===== config.mk =====
export PLATFORM = sky130hd
export DESIGN_NAME = lss_position
export DESIGN_NICKNAME = d
export VERILOG_FILES = /design/src/sv/lss_pkg.sv /design/src/sv/lss_position.sv
export SDC_FILE = /design/constraint.sdc
export NUM_CORES = 1
export LEC_CHECK = 0
export BUFFER_PORTS_ARGS = -buffer_cell sky130_fd_sc_hd__buf_2
export CORE_MARGIN = 10
export CORE_UTILIZATION = 50
export CTS_CLUSTER_SIZE = 20
export DETAILED_ROUTE_END_ITERATION = 16
export GPL_TIMING_DRIVEN = 0
export PLACE_DENSITY_LB_ADDON = 0.15
export SETUP_SLACK_MARGIN = 0.15
export SYNTH_ARGS = -nofsm -noshare
export SYNTH_HDL_FRONTEND = slang
export SYNTH_SLANG_ARGS = --single-unit
export TNS_END_PERCENT = 20

===== constraint.sdc =====
create_clock -name clk_i -period 2.05 [get_ports clk_i]
set_input_delay 0.205 -clock clk_i [delete_from_list [all_inputs] [get_ports clk_i]]
set_output_delay 0.205 -clock clk_i [all_outputs]
set_load 0.01 [all_outputs]

===== src/sv/lss_pkg.sv =====
// shared constants and types for the laplacian stencil stream
package lss_pkg;

  // default sizes
  localparam int DEF_MAX_WIDTH   = 1024;
  localparam int DEF_SAMPLE_BITS = 16;

  // configuration register widths and port sizes
  localparam int WIDTH_REG_BITS  = 11;
  localparam int HEIGHT_REG_BITS = 12;
  localparam int CFG_DATA_BITS   = 12;
  localparam int CFG_IDX_BITS    = 1;
  localparam int ROW_BITS        = 12;

  // reset values and smallest frame dimension
  localparam int FRAME_WIDTH_RST  = 640;
  localparam int FRAME_HEIGHT_RST = 480;
  localparam int MIN_DIM          = 3;

  // extra bits so the four-neighbour sum never overflows
  localparam int LAP_GROWTH = 3;

  // configuration register indexes
  typedef enum logic [CFG_IDX_BITS-1:0] {
    REG_FRAME_WIDTH  = 1'b0,
    REG_FRAME_HEIGHT = 1'b1
  } cfg_reg_e;

  // position flags carried along with each pixel
  typedef struct packed {
    logic interior;
    logic last;
  } pos_flags_t;

endpackage


===== src/sv/lss_position.sv =====
// frame geometry registers and raster position counters
module lss_position import lss_pkg::*; #(
  parameter int MAX_WIDTH = DEF_MAX_WIDTH,
  parameter int COL_BITS  = $clog2(MAX_WIDTH)
) (
  input  logic                     clk_i,
  input  logic                     rst_ni,
  input  logic                     cfg_we_i,
  input  logic [CFG_IDX_BITS-1:0]  cfg_idx_i,
  input  logic [CFG_DATA_BITS-1:0] cfg_wdata_i,
  input  logic                     advance_i,
  output logic [COL_BITS-1:0]      col_o,
  output logic [ROW_BITS-1:0]      row_o,
  output pos_flags_t               flags_o
);

  localparam int WIDTH_RST = (FRAME_WIDTH_RST > MAX_WIDTH) ? MAX_WIDTH : FRAME_WIDTH_RST;

  logic [COL_BITS-1:0]        wlast_q, wlast_d;
  logic [ROW_BITS-1:0]        hlast_q, hlast_d;
  logic [COL_BITS-1:0]        col_q, col_d;
  logic [ROW_BITS-1:0]        row_q, row_d;
  logic [WIDTH_REG_BITS-1:0]  w_raw;
  logic [HEIGHT_REG_BITS-1:0] h_raw;

  assign w_raw = cfg_wdata_i[WIDTH_REG_BITS-1:0];
  assign h_raw = cfg_wdata_i[HEIGHT_REG_BITS-1:0];

  // clamp the written dimensions and keep them as last index
  always_comb begin
    if (w_raw < WIDTH_REG_BITS'(MIN_DIM)) begin
      wlast_d = COL_BITS'(MIN_DIM - 1);
    end else if (32'(w_raw) > 32'(MAX_WIDTH)) begin
      wlast_d = COL_BITS'(MAX_WIDTH - 1);
    end else begin
      wlast_d = COL_BITS'(w_raw - WIDTH_REG_BITS'(1));
    end
    if (h_raw < HEIGHT_REG_BITS'(MIN_DIM)) begin
      hlast_d = ROW_BITS'(MIN_DIM - 1);
    end else begin
      hlast_d = ROW_BITS'(h_raw - HEIGHT_REG_BITS'(1));
    end
  end

  // raster walk with wrap at row and frame end
  always_comb begin
    col_d = col_q;
    row_d = row_q;
    if (advance_i) begin
      if (col_q == wlast_q) begin
        col_d = '0;
        row_d = (row_q == hlast_q) ? '0 : row_q + ROW_BITS'(1);
      end else begin
        col_d = col_q + COL_BITS'(1);
      end
    end
  end

  // geometry registers and counters, a write restarts the frame
  always_ff @(posedge clk_i or negedge rst_ni) begin
    if (!rst_ni) begin
      wlast_q <= COL_BITS'(WIDTH_RST - 1);
      hlast_q <= ROW_BITS'(FRAME_HEIGHT_RST - 1);
      col_q   <= '0;
      row_q   <= '0;
    end else if (cfg_we_i) begin
      case (cfg_idx_i)
        REG_FRAME_WIDTH:  wlast_q <= wlast_d;
        REG_FRAME_HEIGHT: hlast_q <= hlast_d;
        default: ;
      endcase
      col_q <= '0;
      row_q <= '0;
    end else begin
      col_q <= col_d;
      row_q <= row_d;
    end
  end

  assign col_o            = col_q;
  assign row_o            = row_q;
  assign flags_o.interior = (row_q >= ROW_BITS'(2)) && (col_q >= COL_BITS'(2));
  assign flags_o.last     = (row_q == hlast_q) && (col_q == wlast_q);

endmodule


* Word level (Yosys, flattened, before mapping)
Cells that the tools add are included.
** Word-level totals
- Register bits after elaboration :: 44
- Word-level logic and storage cells :: 33
** Operators by class
- $lt $le $gt $ge :: 5
- Mux-type cells :: 10
- Reduce and logical (&&, ||, !) cells :: 7
- Bitwise operators :: 1
- Eq/ne operators :: 2
- Add/subtract/negate cells :: 4
** Operators with widths (count)
- $mux W12 :: 5
- $mux W10 :: 5
- $add A12 B1 Y12 const B :: 1
- $eq A12 B12 Y1 :: 1
- $ge A12 B2 Y1 const B :: 1
- $lt A12 B2 Y1 const B :: 1
- $sub A12 B1 Y12 const B :: 1
- $gt A11 B11 Y1 const B :: 1
- $lt A11 B2 Y1 const B :: 1
- $add A10 B1 Y10 const B :: 1
- $eq A10 B10 Y1 :: 1
- $ge A10 B2 Y1 const B :: 1
- $sub A10 B1 Y10 const B :: 1
- $reduce_and A2 Y1 :: 3
- $reduce_bool A2 Y1 :: 2
- $logic_and A1 B1 Y1 :: 2
- $not A1 Y1 :: 1

* Longest topological paths before layout
- Depth in word-level cells :: 5
- Mapped depth :: 7
- Gate-level depth less buffers :: 6

* Worst setup path after synthesis
OpenSTA, ideal clock, no wires.
- Kind :: flip-flop to flip-flop
- From :: reg wlast_q[3]
- To :: reg row_q[10], in the netlist row_o[10]
- Setup slack :: 0.175 ns
- Cell stages (with the launch flop) :: 7
- Period minus slack after synthesis :: 1.875 ns
- Data required time :: 1.928 ns
- Arrival :: 1.753 ns
- Path through :: dfstp_2 -> xnor2_1 -> nand4_1 -> o41ai_4 -> buf_2 -> o21ai_0 -> o2bb2ai_1
** On the way
- Cells in the longest elaborated chain, start to end :: 3
** RTL lines
- start: declaration :: line lss_position.sv:19 : logic [COL_BITS-1:0] wlast_q, wlast_d;
- start signal: assignment :: line lss_position.sv:62 : wlast_q <= COL_BITS'(WIDTH_RST - 1);
- start signal: assignment :: line lss_position.sv:68 : REG_FRAME_WIDTH: wlast_q <= wlast_d;
- $eq A10 B10 Y1 :: line lss_position.sv:50 : if (col_q == wlast_q) begin
- $reduce_bool A2 Y1 (no source line)
- $reduce_and A2 Y1 (no source line)
- end signal: assignment :: line lss_position.sv:76 : row_q <= row_d;
- end: declaration :: line lss_position.sv:22 : logic [ROW_BITS-1:0] row_q, row_d;
Every way passes these cells.
A chain may end at the register's enable or synchronous reset.

* Worst setup path after layout
- From :: reg wlast_q[3]
- To :: reg row_q[1], in the netlist row_o[1]
The elaborated chain is that of the path after synthesis.

==> key figures <==
Status
  • Outcome: finished clean

STA
  • Fin Hold WS: 49.9 ps
  • RSZ-0062 raised after global routing: true
  • Period utilisation layout: between 90% and 100%
  • Final setup fails: 0
  • Sum Neg Setup Slack: 0 ps
  • Clk_skew: around 3.2 ps
  • Final hold violations: 0
  • Minimum clock period after layout: 2020 ps
  • Rel. slew slack: a little over a third
  • Max Slew Vio Count: 0
  • Fmax: 495 MHz
  • Worst-Margin Slew: between 900 and 1000 ps

Synthesis
  • Ys flop type: dfrtp_1
  • XOR/XNOR Fraction of Synth Area: 12.8%
  • Largest family of logic cells by synthesized area: simple AND/OR/NAND/NOR gates
  • Seq/Total Area, Yosys: 43.0%
  • Simple-Gate Fraction of Synth Area: 21.3%
  • Cell area after synthesis: 2610 sq um
  • Post-synthesis compound-gate area fraction: 15.0%
  • Post-synth ARST share: 100%
  • Avg Inst Size Synth: around 9.6 sq um
  • Synth Register Bits: 44
  • Synth unique cells: 43
  • Multiplexer share of the synthesized area: 1.20%
  • Gate Count Post-Synth: 273
  • Synth Area in Adders: between 3 and 4%
  • Number of synthesized flops with an enable pin: 0
  • Yosys warnings: 0
  • Syn nets: 297

Die
  • Die area: 8500 sq um
  • Core Area: between 5000 and 6000 sq um
  • Initial Utilization: 51.4%
  • Die Y: 92.2 um
  • Die W: approximately 92 um
  • Core Rows: 26
  • IO Count: 41

Power
  • Gate power share: 20.6%
  • Pleak: 0.00147 uW
  • PD cells: 607 nW/um^2
  • Sw Ratio: 28.9%
  • Pwr Total: approximately 2000 uW
  • Internal: 1400 uW
  • Switch Pwr: 568 uW
  • Worst vdd ir: 291 uV
  • Clock share of power: between 20% and 30%
  • Sequential power share: between 50% and 60%

Drt
  • Routed length per instance: 16.1 um
  • DR pass1 iterations: 4
  • DRT iter0 DRCs: 119
  • Via density: 5.52
  • Routed Wire Length: 6.52 mm
  • Via Count: about 2,200
  • # DRC: 0
  • ANT nets after route: 0

Clock tree
  • Cts hold-fix bufs: 0
  • CTS tree: built
  • Clock tree buffer depth: 2
  • H-Tree Level Count: 2
  • Worst-path clk slew: around 80 ps
  • Clock latency on the worst-skew pair: 300 ps
  • Clock sink count: between 40 and 50
  • Inserted Clock Buffers: 5
  • Root Buffer: clkbuf_8

Setup path
  • Worst Path Buf+Inv: 2
  • Worst Path Max Fanout: 9
  • Crit path kind: reg2reg
  • CP required: roughly 2200 ps
  • CP endpoint kind: flip-flop
  • WP data arrival: 2210 ps
  • CP max stage delay: 570 ps
  • CP Launch Type: flip-flop
  • Critical Path Slowest Stage Cell: dfstp_2
  • Largest delay share family, worst path: flip-flops
  • Cell Chain, Critical Path: xnor2_2, nand4_1, buf_4, o41ai_4, buf_6, mux2_4

Global routing
  • Vias in the first global route: 2,289
  • Global-route wire length before repair: roughly 11 mm
  • Total gr overflow: 0
  • Gr usage total: 15.4%
  • Antenna violations before repair: 0
  • Largest net degree at the start of global routing: 45

Cells and area
  • Fin nets: 357
  • Fraction of layout cells with a size suffix above 1: 34.4%
  • Post-route cell area: between 3000 and 4000 sq um
  • Area growth from synthesis to layout: 24.2%
  • Final Util: 63.8%
  • FILL cells: roughly 440
  • Antenna cell count: 0

Placement
  • HPWL after DPL: 4.68 mm
  • Port bufs: 39
  • Placed inst area: around 2900 sq um
  • GPL Wtd Cong: 0.842

Job
  • Max Cap Viol: 0

Hold path
  • Hold Path Class: in2async
==> metal layers <==
metal	part of all wire, %	up-vias	GRT usage [%]	wire (um)
li1	-	1091	-	-
met1	45	1067	18.9	2910
met2	48	61	25.4	3110
met3	5.2	12	3.50	341
met4	2.4	0	6.30	154
met5	0	-	0	0
==> path summary, 6_finish.rpt <==
check | start | to | slack, ps | cells after the start
max | wlast_q[3] | row_o[1] | 30 | 6
min reg2reg | hlast_q[7] | hlast_q[7] | 490 | 2
max in group asynchronous | rst_ni | col_o[1] | 1310 | 1
max reg2reg | wlast_q[3] | row_o[1] | 30 | 6
min | rst_ni | row_o[6] | 50 | 1
min in group clk_i | cfg_wdata_i[0] | hlast_q[0] | 170 | 2
==> layout make-up <==
| class | count | area (sq um) | area share (%) |
|---|---|---|---|
| Buffer | 11 | 76.3 | 2.36 |
| Clock buffer | 7 | 76.3 | 2.36 |
| Clock inverter | 1 | 5.00 | 0.154 |
| Inverter | 11 | 41.3 | 1.27 |
| Multi-Input combinational cell | 207 | 1510 | 46.5 |
| Sequential cell | 44 | 1130 | 34.8 |
| Tap cell | 70 | 87.6 | 2.70 |
| Timing Repair Buffer | 53 | 320 | 9.89 |
==> sequential cells by signal, indices dropped and copies added (netlist names) <==
register  flops
hlast_q      12
row_o        12
col_o        10
wlast_q      10
==> cells in the final DEF (no fill, tap or decap), types with 3 or more instances in the layout <==
cell type / netlist / routed
nor3_1: 6 / 5
buf_6: 0 / 4
nand2b_1: 6 / 6
buf_2: 4 / 42
xnor2_2: 0 / 3
and3_1: 7 / 7
clkbuf_8: 0 / 5
o21ai_0: 20 / 18
xor2_1: 20 / 18
nand2_1: 33 / 33
nand4_1: 3 / 3
nor2_1: 19 / 16
nand3_1: 10 / 10
clkbuf_1: 7 / 5
nor2b_1: 3 / 3
inv_1: 11 / 11
dfstp_2: 16 / 16
nor2_2: 0 / 3
o2bb2ai_1: 7 / 6
buf_4: 0 / 11
a31o_2: 3 / 3
ha_1: 7 / 7
xnor2_1: 18 / 15
dfrtp_2: 0 / 5
nor4_1: 9 / 6
dfrtp_1: 28 / 23
a22o_1: 8 / 8
==> repair_timing <==
action | in CTS | in global routing
cloned | 0 | 0
buffers inserted | 8 | 6
resized for setup | 17 | 28
pin swaps | 7 | 8
endpoints found under the setup margin | 20 | 22
==> cell families (layout without fill, tap and decap cells) <==
| family | count (synthesis) | in the layout |
|---|---|---|
| xor gates and xnor gates | 38 | 38 |
| AOI/OAI and AO/OA | 53 | 53 |
| and+or+nand+nor | 106 | 106 |
| buffers and inverters | 22 | 83 |
| DFF | 44 | 44 |
| adders and majority gates | 7 | 7 |
| muxes | 3 | 3 |
==> power groups by stage <==
stage	Combinational (uW)	Sequential, uW	Clock, uW
final	405	1030	528
after global routing	450	1040	572
after CTS	368	1030	540
after detailed placement	336	1040	0
after global placement	326	1040	0
after floorplan	223	1030	0
==> worst reg2reg max path, stage by stage, from the launching register on <==
cell and delay (ps):
dfstp_2 570, xnor2_2 110, nand4_1 170, buf_4 190, o41ai_4 370, buf_6 190
mux2_4 300
==> cell usage after synthesis (2+ instances only) <==
master     number  area share (%)
o22a_1          2            0.67
nand4_1         3            0.72
o2bb2ai_1       7             2.4
nor4_1          9             2.2
a21oi_1         2            0.38
a22o_1          8             2.7
mux2i_1         2            0.77
ha_1            7             3.4
xnor2_1        18             6.0
clkbuf_1        7             1.0
dfrtp_1        28              27
or3_1           2            0.48
nor2_1         19             2.7
nor2b_1         3            0.72
xor2_1         20             6.7
dfstp_2        16              16
o31ai_1         2            0.58
buf_2           4            0.77
nor3_1          6             1.2
nand3_1        10             1.9
inv_1          11             1.6
and3_1          7             1.7
a31o_2          3             1.0
nand2_1        33             4.8
o21ai_0        20             3.8
nand2b_1        6             1.4
a31oi_1         2            0.48
==> stage by stage <==
stage,std cells,setup WS (ps)
after floorplan,273,175
after global placement,382,-134
after detailed placement,382,-187
after CTS,398,47.0
after global routing,404,-23.3
final,404,29.4
(Power assumes the default switching activity.)
