===== src/sv/lss_pkg.sv =====
// shared constants and types for the laplacian stencil stream
package lss_pkg;

  // default sizes
  localparam int DEF_MAX_WIDTH   = 1024;
  localparam int DEF_SAMPLE_BITS = 16;

  // configuration register widths and port sizes
  localparam int WIDTH_REG_BITS  = 11;
  localparam int HEIGHT_REG_BITS = 12;
  localparam int CFG_DATA_BITS   = 12;
  localparam int CFG_IDX_BITS    = 1;
  localparam int ROW_BITS        = 12;

  // reset values and smallest frame dimension
  localparam int FRAME_WIDTH_RST  = 640;
  localparam int FRAME_HEIGHT_RST = 480;
  localparam int MIN_DIM          = 3;

  // extra bits so the four-neighbour sum never overflows
  localparam int LAP_GROWTH = 3;

  // configuration register indexes
  typedef enum logic [CFG_IDX_BITS-1:0] {
    REG_FRAME_WIDTH  = 1'b0,
    REG_FRAME_HEIGHT = 1'b1
  } cfg_reg_e;

  // position flags carried along with each pixel
  typedef struct packed {
    logic interior;
    logic last;
  } pos_flags_t;

endpackage


===== src/sv/lss_kernel.sv =====
// stencil window, laplacian sum and output register
module lss_kernel import lss_pkg::*; #(
  parameter int MAX_WIDTH   = DEF_MAX_WIDTH,
  parameter int SAMPLE_BITS = DEF_SAMPLE_BITS,
  parameter int COL_BITS    = $clog2(MAX_WIDTH),
  parameter int LAP_BITS    = SAMPLE_BITS + LAP_GROWTH
) (
  input  logic                       clk_i,
  input  logic                       rst_ni,
  input  logic                       accept_i,
  input  logic [SAMPLE_BITS-1:0]     sample_i,
  input  logic [COL_BITS-1:0]        col_i,
  input  logic [ROW_BITS-1:0]        row_i,
  input  pos_flags_t                 flags_i,
  input  logic [SAMPLE_BITS-1:0]     up_rdata_i,
  input  logic [SAMPLE_BITS-1:0]     mid_rdata_i,
  input  logic                       out_stall_i,
  output logic                       advance_o,
  output logic                       up_we_o,
  output logic [COL_BITS-1:0]        up_waddr_o,
  output logic [SAMPLE_BITS-1:0]     up_wdata_o,
  output logic                       out_valid_o,
  output logic signed [LAP_BITS-1:0] lap_value_o,
  output logic [COL_BITS-1:0]        center_col_o,
  output logic [ROW_BITS-1:0]        center_row_o,
  output logic                       frame_last_o
);

  // read stage registers
  logic                   s1_valid_q;
  logic [SAMPLE_BITS-1:0] s1_sample_q;
  logic [COL_BITS-1:0]    s1_col_q;
  logic [ROW_BITS-1:0]    s1_row_q;
  pos_flags_t             s1_flags_q;

  // window registers
  logic [SAMPLE_BITS-1:0] up_prev_q;
  logic [SAMPLE_BITS-1:0] mid_prev_q;
  logic [SAMPLE_BITS-1:0] mid_prev2_q;
  logic [SAMPLE_BITS-1:0] prev_sample_q;

  // output register
  logic                       out_valid_q;
  logic signed [LAP_BITS-1:0] lap_q;
  logic [COL_BITS-1:0]        ccol_q;
  logic [ROW_BITS-1:0]        crow_q;
  logic                       last_q;

  logic                       s1_move;
  logic signed [LAP_BITS-1:0] lap_d;

  // whole pipeline moves unless a result is held back
  assign advance_o = !out_valid_q || !out_stall_i;
  assign s1_move   = s1_valid_q && advance_o;

  // middle entry moves up to the upper line once the item leaves
  assign up_we_o    = s1_move;
  assign up_waddr_o = s1_col_q;
  assign up_wdata_o = mid_rdata_i;

  // left + right + up + down - 4 * centre, exact width
  assign lap_d = {{LAP_GROWTH{mid_prev2_q[SAMPLE_BITS-1]}}, mid_prev2_q}
               + {{LAP_GROWTH{mid_rdata_i[SAMPLE_BITS-1]}}, mid_rdata_i}
               + {{LAP_GROWTH{up_prev_q[SAMPLE_BITS-1]}}, up_prev_q}
               + {{LAP_GROWTH{prev_sample_q[SAMPLE_BITS-1]}}, prev_sample_q}
               - {mid_prev_q[SAMPLE_BITS-1], mid_prev_q, 2'b00};

  // read stage valid
  always_ff @(posedge clk_i or negedge rst_ni) begin
    if (!rst_ni) begin
      s1_valid_q <= 1'b0;
    end else if (advance_o) begin
      s1_valid_q <= accept_i;
    end
  end

  // read stage payload
  always_ff @(posedge clk_i) begin
    if (accept_i) begin
      s1_sample_q <= sample_i;
      s1_col_q    <= col_i;
      s1_row_q    <= row_i;
      s1_flags_q  <= flags_i;
    end
  end

  // window shifts by one column per item
  always_ff @(posedge clk_i) begin
    if (s1_move) begin
      up_prev_q     <= up_rdata_i;
      mid_prev2_q   <= mid_prev_q;
      mid_prev_q    <= mid_rdata_i;
      prev_sample_q <= s1_sample_q;
    end
  end

  // output valid
  always_ff @(posedge clk_i or negedge rst_ni) begin
    if (!rst_ni) begin
      out_valid_q <= 1'b0;
    end else if (advance_o) begin
      out_valid_q <= s1_valid_q && s1_flags_q.interior;
    end
  end

  // output payload for interior pixels
  always_ff @(posedge clk_i) begin
    if (s1_move && s1_flags_q.interior) begin
      lap_q  <= lap_d;
      ccol_q <= s1_col_q - COL_BITS'(1);
      crow_q <= s1_row_q - ROW_BITS'(1);
      last_q <= s1_flags_q.last;
    end
  end

  assign out_valid_o  = out_valid_q;
  assign lap_value_o  = lap_q;
  assign center_col_o = ccol_q;
  assign center_row_o = crow_q;
  assign frame_last_o = last_q;

endmodule


===== config.mk =====
export PLATFORM = sky130hd
export DESIGN_NAME = lss_kernel
export DESIGN_NICKNAME = d
export VERILOG_FILES = /design/src/sv/lss_pkg.sv /design/src/sv/lss_kernel.sv
export SDC_FILE = /design/constraint.sdc
export NUM_CORES = 1
export LEC_CHECK = 0
export BUFFER_PORTS_ARGS = -buffer_cell sky130_fd_sc_hd__buf_2
export CAP_MARGIN = 20
export CORE_MARGIN = 4
export CORE_UTILIZATION = 59
export DETAILED_ROUTE_END_ITERATION = 10
export GPL_TIMING_DRIVEN = 0
export PLACE_DENSITY_LB_ADDON = 0.25
export SLEW_MARGIN = 20
export SYNTH_ARGS = -nofsm -noshare
export SYNTH_HDL_FRONTEND = slang
export SYNTH_SLANG_ARGS = --single-unit

===== constraint.sdc =====
create_clock -name clk_i -period 7.8 [get_ports clk_i]
set_input_delay 1.17 -clock clk_i [delete_from_list [all_inputs] [get_ports clk_i]]
set_output_delay 1.17 -clock clk_i [all_outputs]
set_load 0.03 [all_outputs]

[After elaboration in Yosys (flattened, before gate mapping)]
Index checks and enable logic that the tools add are counted.
Storage, ports and cells
  register bits after elaboration: 148
  latch bits: 0
  memory bits (writable): 0
  bits in read-only memories: 0
  output and inout port bits: 71
  word-level logic and storage cells: 27
  memories: 0
Operators by class
  add/sub/neg operators: 6
  multipliers: 0
  divide/modulo/power cells: 0
  order comparisons: 0
  equal/unequal tests: 0
  shift operators: 0
  muxes and demuxes: 0
  bitwise operators: 0
  reductions and logical operators: 6
Operators with widths (count)
  $add 18x16->19: 1
  $sub 19x19->19: 1
  $add 17x16->18: 1
  $add 16x16->17: 1
  $sub 12x1->12 const B: 1
  $sub 10x1->10 const B: 1
  $logic_and 1x1->1: 3
  $logic_not 1->1: 2
  $logic_or 1x1->1: 1

[Depth between registers and ports, before layout]
Gate-level depths: netlist (run 1).
  word-level depth: 4
  mapped depth: 14
  gate-level depth less buffers: 14

[Worst setup path after synthesis (run 1)]
OpenSTA, ideal clock, no wires.
  path kind: input to register
  start: in mid_rdata_i[2]
  end: reg lap_q[17] (netlist: lap_value_o[17]) (data pin)
  data arrival time: 4.531 ns
  required time: 7.665 ns
  path slack: 3.134 ns
  cell stages on the path: 12
  cells stage by stage: fa_1 > fa_1 > inv_1 > fa_1 > inv_1 > fa_1 > a21o_1 > a221oi_2 > a21oi_2 > a41o_1 > or4_1 > nand3_1
On the way
  longest elaborated chain between the ends: 4
Ends and longest elaborated chain
  from (decl): RTL line lss_kernel.sv:16  | input logic [SAMPLE_BITS-1:0] mid_rdata_i,
  $add 16x16->17: RTL line lss_kernel.sv:63  | + {{LAP_GROWTH{mid_rdata_i[SAMPLE_BITS-1]}}, mid_rdata_i}
  $add 17x16->18: RTL line lss_kernel.sv:64  | + {{LAP_GROWTH{up_prev_q[SAMPLE_BITS-1]}}, up_prev_q}
  $add 18x16->19: RTL line lss_kernel.sv:65  | + {{LAP_GROWTH{prev_sample_q[SAMPLE_BITS-1]}}, prev_sample_q}
  $sub 19x19->19: RTL line lss_kernel.sv:66  | - {mid_prev_q[SAMPLE_BITS-1], mid_prev_q, 2'b00};
  net lap_d[17]: RTL line lss_kernel.sv:50  | logic signed [LAP_BITS-1:0] lap_d;
  to (signal assigned): RTL line lss_kernel.sv:109  | lap_q <= lap_d;
  to (decl): RTL line lss_kernel.sv:44  | logic signed [LAP_BITS-1:0] lap_q;
The timed path passes the listed nets, and every way through them passes these cells.
A chain may end at the register's enable or synchronous reset.

[Worst setup path after layout (run 1)]
Ends and elaborated chain as after synthesis.

==> flow_metrics.py, run 1 <==
metrics = {
    "worst_setup_path": {
        "crit_fanout": 3,
        "crit_path_end_kind": "flip-flop",
        "cp_common_cell": "fa_1",
        "crit_required_ps": 8070,
        "worstPathCellList": "buf_2 > fa_1 > fa_1 > inv_1 > fa_1 > inv_1 > fa_1 > a21o_1 > a221oi_2 > a21oi_2 > a41o_1 > or4_1 > nand3_1",
        "criticalPathCategory": "in2reg",
        "cp_slowest_cell": "fa_1",
        "cp-start-kind": "input pin",
        "arrival_ps": 4940,
        "cp_slowest_stage_delay_ps": 520,
    },
    "cts": {
        "clockRootBuffer": "clkbuf_16",
        "numCtsBuffers": 17,
        "clkLatencyLatePin_ps": 410,
        "cts_resized": 0,
        "htreeDepth": 4,
        "holdBufCountCts": 0,
        "cts_tree": "built",
        "cts_setup_buffers": 0,
        "clk_pin_slew_ps": 50,
        "cts.path.max_buffers": 2,
        "cts_sinks": 148,
    },
    "die": {
        "die-height_um": 119,
        "die-area_mm2": 0.0141,
        "initial_core_util_pct": 60.0,
        "io_pins": 147,
        "die_w_um": 119,
        "core_area_mm2": 0.0120,
        "rows": 40,
    },
    "sta": {
        "fin_crit_sh_pct": 59.9,
        "worstMarginPinSlew_ps": 926,
        "rsz0062_at_grt": "no",
        "fmax_mhz": 214,
        "hold_viol_final": 0,
        "setup_viol": 0,
        "slew_headroom_pct": 38.3,
        "period_minus_slack_ps": 4670,
        "fin_skew_ps": 9.49,
        "setup_tns_ps": 0,
        "drv_slew": 0,
    },
    "synthesis": {
        "synth_edf_count": 146,
        "synth_common_cells": "edfxtp_1, inv_1, fa_1",
        "synthesis.area_per_instance_um2": 14.6,
        "yosys.cell_count.top_type": "edfxtp_1",
        "synth_seq_area_share_pct": 61.5,
        "synth_top_cell_area_share_pct": 60.8,
        "synth_flop_cell": "edfxtp_1",
        "synth_area_mm2": 0.00721,
        "syn_inst": 494,
        "yosysTopAreaCell": "edfxtp_1",
        "synth.distinct_cells": 40,
        "ys_ff_latch": 148,
        "netlist_top_cells_area": "edfxtp_1, fa_1, inv_1, ha_1, xor2_1",
        "async_flop_share_pct": 1.35,
        "yosysWarnings": 0,
        "syn_nets": 643,
    },
    "layout": {
        "layout.nets": 810,
        "diodes": 0,
        "drive_above_1_share_pct": 28.9,
        "fin_util_pct": 73.1,
        "syn_to_final_growth_pct": 21.8,
    },
    "pwr": {
        "power.density_mw_per_mm2": 365,
        "total_power_uw": 3200,
        "peakVddDrop_v": 0.000298,
        "p_leak_uw": 0.00389,
    },
    "placement": {
        "io_buffers": 146,
        "dp_hpwl_um": 9440,
        "place_congestion": 0.816,
    },
    "drt": {
        "routedWlPerCell_um": 15.6,
        "dr.pass1.iters": 4,
        "num_vias": 4083,
        "drt_iter0_drc": 258,
        "viasPerCell": 4.97,
        "drc_errors": 0,
        "wirelength_um": 12800,
        "antenna_left": 0,
    },
    "worst_hold_path": {
        "hp-class": "reg2reg",
    },
    "outcome": {
        "status": "complete, no violations",
    },
    "job": {
        "max-cap-violations": 0,
    },
    "grt": {
        "grt_pass1_wl_um": 21000,
        "grt_antenna_before_repair": 0,
        "grt_start_max_net_pins": 42,
        "grtUsageTotal_pct": 19.5,
        "overflow": 0,
        "grt_pass1_vias": 4392,
    },
}
[power by group]
group | internal (uW) | switching [uW] | leakage (uW)
clock | 530 | 293 | 0.000288
sequential | 1070 | 47.4 | 0.00142
combinational | 502 | 766 | 0.00218
total | 2100 | 1110 | 0.00389
[cell families (layout without fill, tap and decap cells)]
kind of cell	Yosys count	count (layout)	synth area share, %
buffers and inverters	135	315	7.86
flip-flops	148	148	61.5
XOR/XNOR	36	36	4.37
multiplexers	2	2	0.295
AO/OA/AOI/OAI	43	43	4.04
adder cells (fa/ha/maj)	73	73	18.0
AND/OR/NAND/NOR	57	57	3.96
[routing by layer]
metal	vias up	part of all wire (%)	GRT usage, %
li1	1973	-	-
met1	1985	39	22.3
met2	112	55	35.1
met3	13	4.0	5.02
met4	0	1.4	7.17
met5	-	0	0
[registers in the layout (all words and copies together), names as in the netlist]
signal,flops
s1_flags_q,2
s1_valid_q,1
up_waddr_o,10
mid_prev2_q,16
center_row_o,12
up_prev_q,16
s1_sample_q,16
lap_value_o,19
out_valid_o,1
s1_row_q,12
mid_prev_q,16
prev_sample_q,16
center_col_o,10
frame_last_o,1
[cells in the final DEF, fill, tap and decap left out, drive strengths merged, types with 2 or more instances in the layout]
cell type,instances
or4,3
o21ai,7
fa,51
a21o,7
a31oi,3
a221oi,2
or3,2
nand2,9
clkinv,7
nor3,7
xnor2,17
dfrtp,2
buf,164
nor2,17
bufinv,4
inv,114
clkbuf,25
nand3,4
nor4,4
a21oi,12
ha,22
nand4,2
o21bai,2
a211oi,3
and2,2
o211ai,2
xor2,19
edfxtp,146
nor2b,3
[per-stage QoR]
stage               instance area [um2]  hold slack [ps]  setup slack, ps  instances
floorplan                          7210              400             3130        494
global placement                   8130              402             2550        787
detailed placement                 8190              405             2720        789
CTS                                8780              416             3160        821
global route                       8780              421             2960        821
finish                             8780              416             3130        821
[path summary, 6_finish.rpt]
check	from	to	slack (ps)	cells past startpoint
worst min register to register	s1_sample_q[13]$_DFFE_PP_	prev_sample_q[13]$_DFFE_PP_	420	0
worst max register to register	mid_prev_q[0]$_DFFE_PP_	lap_value_o[17]$_DFFE_PP_	3570	13
worst min-delay path	s1_sample_q[13]$_DFFE_PP_	prev_sample_q[13]$_DFFE_PP_	420	0
worst max-delay path	mid_rdata_i[2]	lap_value_o[17]$_DFFE_PP_	3130	13
max in group asynchronous	rst_ni	out_valid_o$_DFFE_PN0N_	7150	1
min in group asynchronous	rst_ni	s1_valid_q$_DFFE_PN0N_	540	1
[worst max-delay path, delay by kind of cell]
family,cells,cell delay (ps)
fa+ha+maj,4,1990
compound gates,4,1040
simple gates,2,500
buf+inv,3,260
[layout make-up]
| class | instances | area (um2) |
|---|---|---|
| timing repair buffer | 148 | 778 |
| fill | 790 | 3230 |
| inverter | 114 | 428 |
| buffer | 21 | 139 |
| clock buffer | 20 | 437 |
| clock inverter | 12 | 161 |
| multi-input combinational | 211 | 2220 |
| sequential | 148 | 4430 |
| tap | 147 | 184 |
(Power assumes the default switching activity.)
==> inputs of run 2 (changes only) <==
--- a/config.mk
+++ b/config.mk
@@ -5,10 +5,11 @@
 export SDC_FILE = /design/constraint.sdc
 export NUM_CORES = 1
 export LEC_CHECK = 0
+export ABC_AREA = 1
 export BUFFER_PORTS_ARGS = -buffer_cell sky130_fd_sc_hd__buf_2
 export CAP_MARGIN = 20
 export CORE_MARGIN = 4
-export CORE_UTILIZATION = 59
+export CORE_UTILIZATION = 56
 export DETAILED_ROUTE_END_ITERATION = 10
 export GPL_TIMING_DRIVEN = 0
 export PLACE_DENSITY_LB_ADDON = 0.25
==> constraint.sdc (replaced) <==
create_clock -name clk_i -period 4.4 [get_ports clk_i]
set_input_delay 0.66 -clock clk_i [delete_from_list [all_inputs] [get_ports clk_i]]
set_output_delay 0.66 -clock clk_i [all_outputs]
set_load 0.03 [all_outputs]
==> flow_metrics.py, run 2 <==
metrics = {
    "drt": {
        "num_vias": 4457,
        "wirelength_um": 13200,
        "routed-wl-met2_um": 6750,
        "top_layer_used": "met4",
        "drc_errors": 0,
        "viasPerCell": 4.78,
        "antenna_left": 0,
        "drt_iter0_drc": 203,
        "wl_met3_um": 1090,
        "dr.pass1.iters": 5,
        "routedWlPerCell_um": 14.1,
        "met1Wirelength_um": 5020,
    },
    "synthesis": {
        "async_flop_share_pct": 1.35,
        "ys_ff_latch": 148,
        "yosysWarnings": 0,
        "synth_area_mm2": 0.00740,
        "yosys.cell_count.top_type": "edfxtp_1",
        "synth_top_cell_area_share_pct": 59.2,
        "netlist_top_cells_area": "edfxtp_1, fa_1, inv_1, nand2_1, ha_1",
        "synthesis.area_per_instance_um2": 12.8,
        "yosysTopAreaCell": "edfxtp_1",
        "synth_common_cells": "edfxtp_1, inv_1, nand2_1",
        "syn_nets": 729,
        "syn_inst": 580,
        "synth_flop_cell": "edfxtp_1",
        "synth_edf_count": 146,
        "synth.distinct_cells": 25,
        "synth_seq_area_share_pct": 59.9,
    },
    "layout": {
        "layout.nets": 898,
        "diodes": 0,
        "drive_above_1_share_pct": 26.9,
        "syn_to_final_growth_pct": 23.0,
        "fill_cells": 864,
        "largest_register_ffs": 19,
        "layout_common_cells": "edfxtp_1, buf_2, inv_1",
        "fin_util_pct": 71.3,
    },
    "worst_setup_path": {
        "rr_startpoint": "mid_prev_q[0]$_DFFE_PP_",
        "cp_common_cell": "nand2_1",
        "r2r_slack_ps": 840,
        "criticalPathCategory": "reg2reg",
        "path_buf_inv": 3,
        "cp-start-kind": "flip-flop",
        "r2r_cells": 15,
        "worstPathCellList": "inv_1 > fa_1 > fa_1 > inv_1 > fa_1 > inv_1 > fa_1 > nand3_1 > nand2_1 > nand2_1 > nand2_1 > nand2_1 > nand2_1 > nand2_1 > nand2_1",
        "crit_fanout": 3,
        "cp_slowest_cell": "fa_1",
        "cp_slowest_stage_delay_ps": 530,
        "path_delay_family": "adder cells",
        "path_depth": 15,
        "arrival_ps": 3720,
        "rr_endpoint": "lap_value_o[17]$_DFFE_PP_",
        "crit_required_ps": 4560,
        "crit_path_end_kind": "flip-flop",
    },
    "pwr": {
        "p_leak_uw": 0.00421,
        "power.density_mw_per_mm2": 641,
        "peakVddDrop_v": 0.000350,
    },
    "cts": {
        "holdBufCountCts": 0,
        "numCtsBuffers": 17,
        "cts.path.max_buffers": 2,
        "htreeDepth": 4,
        "cts_tree": "built",
        "cts_setup_buffers": 0,
        "clkLatencyLatePin_ps": 420,
        "clk_pin_slew_ps": 60,
        "cts_resized": 0,
        "clockRootBuffer": "clkbuf_16",
        "cts_sinks": 148,
    },
    "grt": {
        "grtUsageTotal_pct": 19.0,
        "grt_start_max_net_pins": 42,
        "grt_pass1_vias": 4817,
        "grt_pass1_wl_um": 21700,
        "overflow": 0,
        "grt_antenna_before_repair": 0,
    },
    "sta": {
        "drv_slew": 0,
        "hold_viol_final": 0,
        "setup_tns_ps": 0,
        "fin_skew_ps": 9.00,
        "fin_crit_sh_pct": 80.9,
        "rsz0062_at_grt": "no",
        "fmax_mhz": 281,
        "worstMarginPinSlew_ps": 972,
        "slew_headroom_pct": 35.2,
        "period_minus_slack_ps": 3560,
        "setup_viol": 0,
    },
    "placement": {
        "place_congestion": 0.891,
        "io_buffers": 146,
        "dp_hpwl_um": 9870,
    },
    "die": {
        "io_pins": 147,
        "core_area_mm2": 0.0128,
        "die_w_um": 123,
        "die-area_mm2": 0.0151,
        "rows": 41,
        "initial_core_util_pct": 58.0,
        "die-height_um": 123,
    },
    "job": {
        "max-cap-violations": 0,
    },
    "worst_hold_path": {
        "hp-class": "in2async",
    },
    "outcome": {
        "status": "complete, no violations",
    },
}
run 2: changes by cell type after synthesis, moves of 4 or more:
cell and delta:
nand2_1 +72, inv_1 +25, nand3_1 +18, nor2_1 +12, xnor2_1 -9, a21o_1 -6, a21oi_1 +5, clkbuf_1 -5
nor4_1 -4
run 2: cell families after synthesis:
kind of cell | Yosys count | share of synthesized area, %
AO/OA/AOI/OAI | 27 | 1.86
XOR/XNOR | 27 | 3.19
flip-flops | 148 | 59.9
adder cells (fa/ha/maj) | 73 | 17.5
buffers and inverters | 157 | 8.77
AND/OR/NAND/NOR | 148 | 8.77
run 2: metrics by stage:
step	hold slack (ps)	cells	setup slack, ps	total power [uW]	instance area (um2)
2_1_floorplan	364	580	801	3680	7410
3_3_place_gp	404	898	79.0	4140	8360
3_5_place_dp	405	902	561	4220	8450
4_1_cts	7.89	933	847	5880	9100
5_1_grt	2.34	933	647	6270	9100
6_report	21.4	933	841	5840	9100
run 2: per-layer routing:
metal,vias to the layer above,track usage (%)
met3,31,6.50
met1,2094,21.9
met5,-,0
met2,155,32.0
li1,2177,-
met4,0,9.07
run 2: power by group:
group,leakage [uW],internal (uW),switching (uW),total (uW)
registers,0.00142,1870,66.1,1940
logic,0.00247,816,1480,2300
clock network,0.000313,1060,544,1610
total,0.00421,3750,2090,5840
run 2: worst max path at each step:
stage	from	to	slack [ps]
after floorplan	out_stall_i	up_we_o	800
after detailed placement	mid_rdata_i[2]	lap_value_o[17]$_DFFE_PP_	560
final	mid_prev_q[0]$_DFFE_PP_	lap_value_o[17]$_DFFE_PP_	840
after global routing	mid_prev_q[4]$_DFFE_PP_	lap_value_o[13]$_DFFE_PP_	650
after global placement	out_stall_i	up_we_o	80
after CTS	mid_prev_q[0]$_DFFE_PP_	lap_value_o[17]$_DFFE_PP_	850
run 2: cell type report:
| cell class | count | area, um2 | area share (%) |
|---|---|---|---|
| repair buffers | 150 | 808 | 8.88 |
| inverters | 141 | 529 | 5.81 |
| plain buffers | 16 | 120 | 1.32 |
| flip-flops and latches | 148 | 4430 | 48.7 |
| multi-input cells | 275 | 2340 | 25.7 |
| well taps | 172 | 215 | 2.36 |
| clock buffers | 18 | 429 | 4.71 |
| clock inverters | 13 | 230 | 2.53 |
==> inputs of run 3 (changes only) <==
==> constraint.sdc (replaced) <==
create_clock -name clk_i -period 3.5 [get_ports clk_i]
set_input_delay 0.525 -clock clk_i [delete_from_list [all_inputs] [get_ports clk_i]]
set_output_delay 0.525 -clock clk_i [all_outputs]
set_load 0.03 [all_outputs]
==> flow_metrics.py, run 3 (synthesis gave the netlist of run 2 again) <==
metrics = {
    "sta": {
        "fin_crit_sh_pct": 97.7,
        "fin_skew_ps": 9.67,
        "slew_headroom_pct": 35.4,
        "hold_viol_final": 0,
        "setup_viol": 0,
        "period_minus_slack_ps": 3420,
        "fin_ws_ps": 79.0,
        "worstMarginPinSlew_ps": 969,
        "fmax_mhz": 292,
        "drv_slew": 0,
    },
    "cts": {
        "clockRootBuffer": "clkbuf_16",
        "numCtsBuffers": 17,
        "clk_pin_slew_ps": 60,
        "cts_tree": "built",
        "htreeDepth": 4,
        "clkLatencyLatePin_ps": 420,
        "cts_sinks": 148,
        "cts.path.max_buffers": 2,
    },
    "worst_setup_path": {
        "crit_path_end_kind": "flip-flop",
        "r2r_slack_ps": 80,
        "crit_required_ps": 3660,
        "crit_fanout": 5,
        "arrival_ps": 3580,
        "criticalPathCategory": "reg2reg",
        "cp-start-kind": "flip-flop",
    },
    "grt": {
        "grt_pass1_vias": 4821,
        "grt_pass1_wl_um": 21700,
        "grt_start_max_net_pins": 42,
        "grt_antenna_before_repair": 0,
        "overflow": 0,
        "grtUsageTotal_pct": 19.0,
    },
    "drt": {
        "drc_errors": 0,
        "wirelength_um": 13700,
        "drt_iter0_drc": 235,
        "num_vias": 4547,
        "viasPerCell": 4.83,
        "dr.pass1.iters": 5,
        "routedWlPerCell_um": 14.6,
        "antenna_left": 0,
    },
    "placement": {
        "io_buffers": 146,
        "dp_cells": 902,
        "dp_hpwl_um": 9870,
        "preCtsSetupSlack_ps": -204,
        "place_congestion": 0.891,
    },
    "die": {
        "initial_core_util_pct": 58.0,
        "io_pins": 147,
        "die_w_um": 123,
        "rows": 41,
        "die-height_um": 123,
        "core_area_mm2": 0.0128,
        "die-area_mm2": 0.0151,
    },
    "layout": {
        "syn_to_final_growth_pct": 25.8,
        "layout.nets": 906,
        "instances_no_fill": 941,
        "largest_register_ffs": 19,
        "layout_common_cells": "edfxtp_1, buf_2, inv_1",
        "drive_above_1_share_pct": 31.3,
        "diodes": 0,
        "fill_cells": 825,
        "fin_util_pct": 72.9,
    },
    "job": {
        "max-cap-violations": 0,
    },
    "pwr": {
        "p_leak_uw": 0.00424,
        "power.density_mw_per_mm2": 835,
        "peakVddDrop_v": 0.000442,
    },
    "outcome": {
        "status": "complete, no violations",
    },
    "worst_hold_path": {
        "hp-class": "in2reg",
    },
}
run 3: changes by cell type in the layout (fill, tap and decap cells not counted), sizes merged:
cell / delta
buf: +7
dlygate4sd3: +1
run 3: final timing paths:
path,start,endpoint,depth (start not counted)
max,mid_prev_q[10]$_DFFE_PP_,lap_value_o[17]$_DFFE_PP_,13
min,col_i[0],up_waddr_o[0]$_DFFE_PP_,1
max reg2reg,mid_prev_q[10]$_DFFE_PP_,lap_value_o[17]$_DFFE_PP_,13
min reg2reg,s1_sample_q[14]$_DFFE_PP_,prev_sample_q[14]$_DFFE_PP_,0
max in group asynchronous,rst_ni,s1_valid_q$_DFFE_PN0N_,2
min in group asynchronous,rst_ni,out_valid_o$_DFFE_PN0N_,2
run 3: per-layer routing:
metal | vias up | share of wire (%) | GRT usage [%]
met5 | - | 0 | 0
met4 | 0 | 2.7 | 9.07
met3 | 37 | 7.9 | 6.50
met2 | 172 | 51 | 32.0
met1 | 2140 | 38 | 21.9
li1 | 2198 | - | -
run 3: power by group:
group          leakage (uW)  total, uW  internal, uW  switching, uW
registers           0.00142       2430          2350           82.9
clock network      0.000313       2020          1330            687
logic               0.00251       3320          1280           2050
run 3: area by class of cell:
class                   instances  area (um2)  share of cell area, %
flip-flops and latches        148        4430                   47.6
multi-input cells             275        2480                   26.7
repair buffers                158         871                   9.35
well taps                     172         215                   2.31
inverters                     141         529                   5.68
clock buffers                  18         429                   4.61
clock inverters                13         230                   2.47
plain buffers                  16         120                   1.29
run 3: repair_timing:
action	in CTS	in global routing
resized for setup	1	31
pin swaps	0	10
buffers inserted	0	7
hold buffers	1	0
endpoints found under the hold margin	2	0
endpoints found under the setup margin	3	9
run 3: metrics by stage:
step           hold WS (ps)  cell area (um2)  power, uW  TNS, ps
3_3_place_gp            309             8360       5200    -1910
6_report                281             9310       7780        0
2_1_floorplan           229             7410       4630        0
5_1_grt                 259             9310       8320    -75.0
3_5_place_dp            317             8450       5310    -1410
4_1_cts                 264             9120       7390        0
run 3: critical path, cell delays in order (launching register included):
cell      delay, ps
edfxtp_1        390
inv_1            80
fa_1            440
fa_1            530
inv_1            60
fa_1            520
inv_1            80
ha_4            270
a21oi_1         190
o21ai_0         180
a21oi_1         220
nand2_1          70
nand2_1          80
nand2_1          70
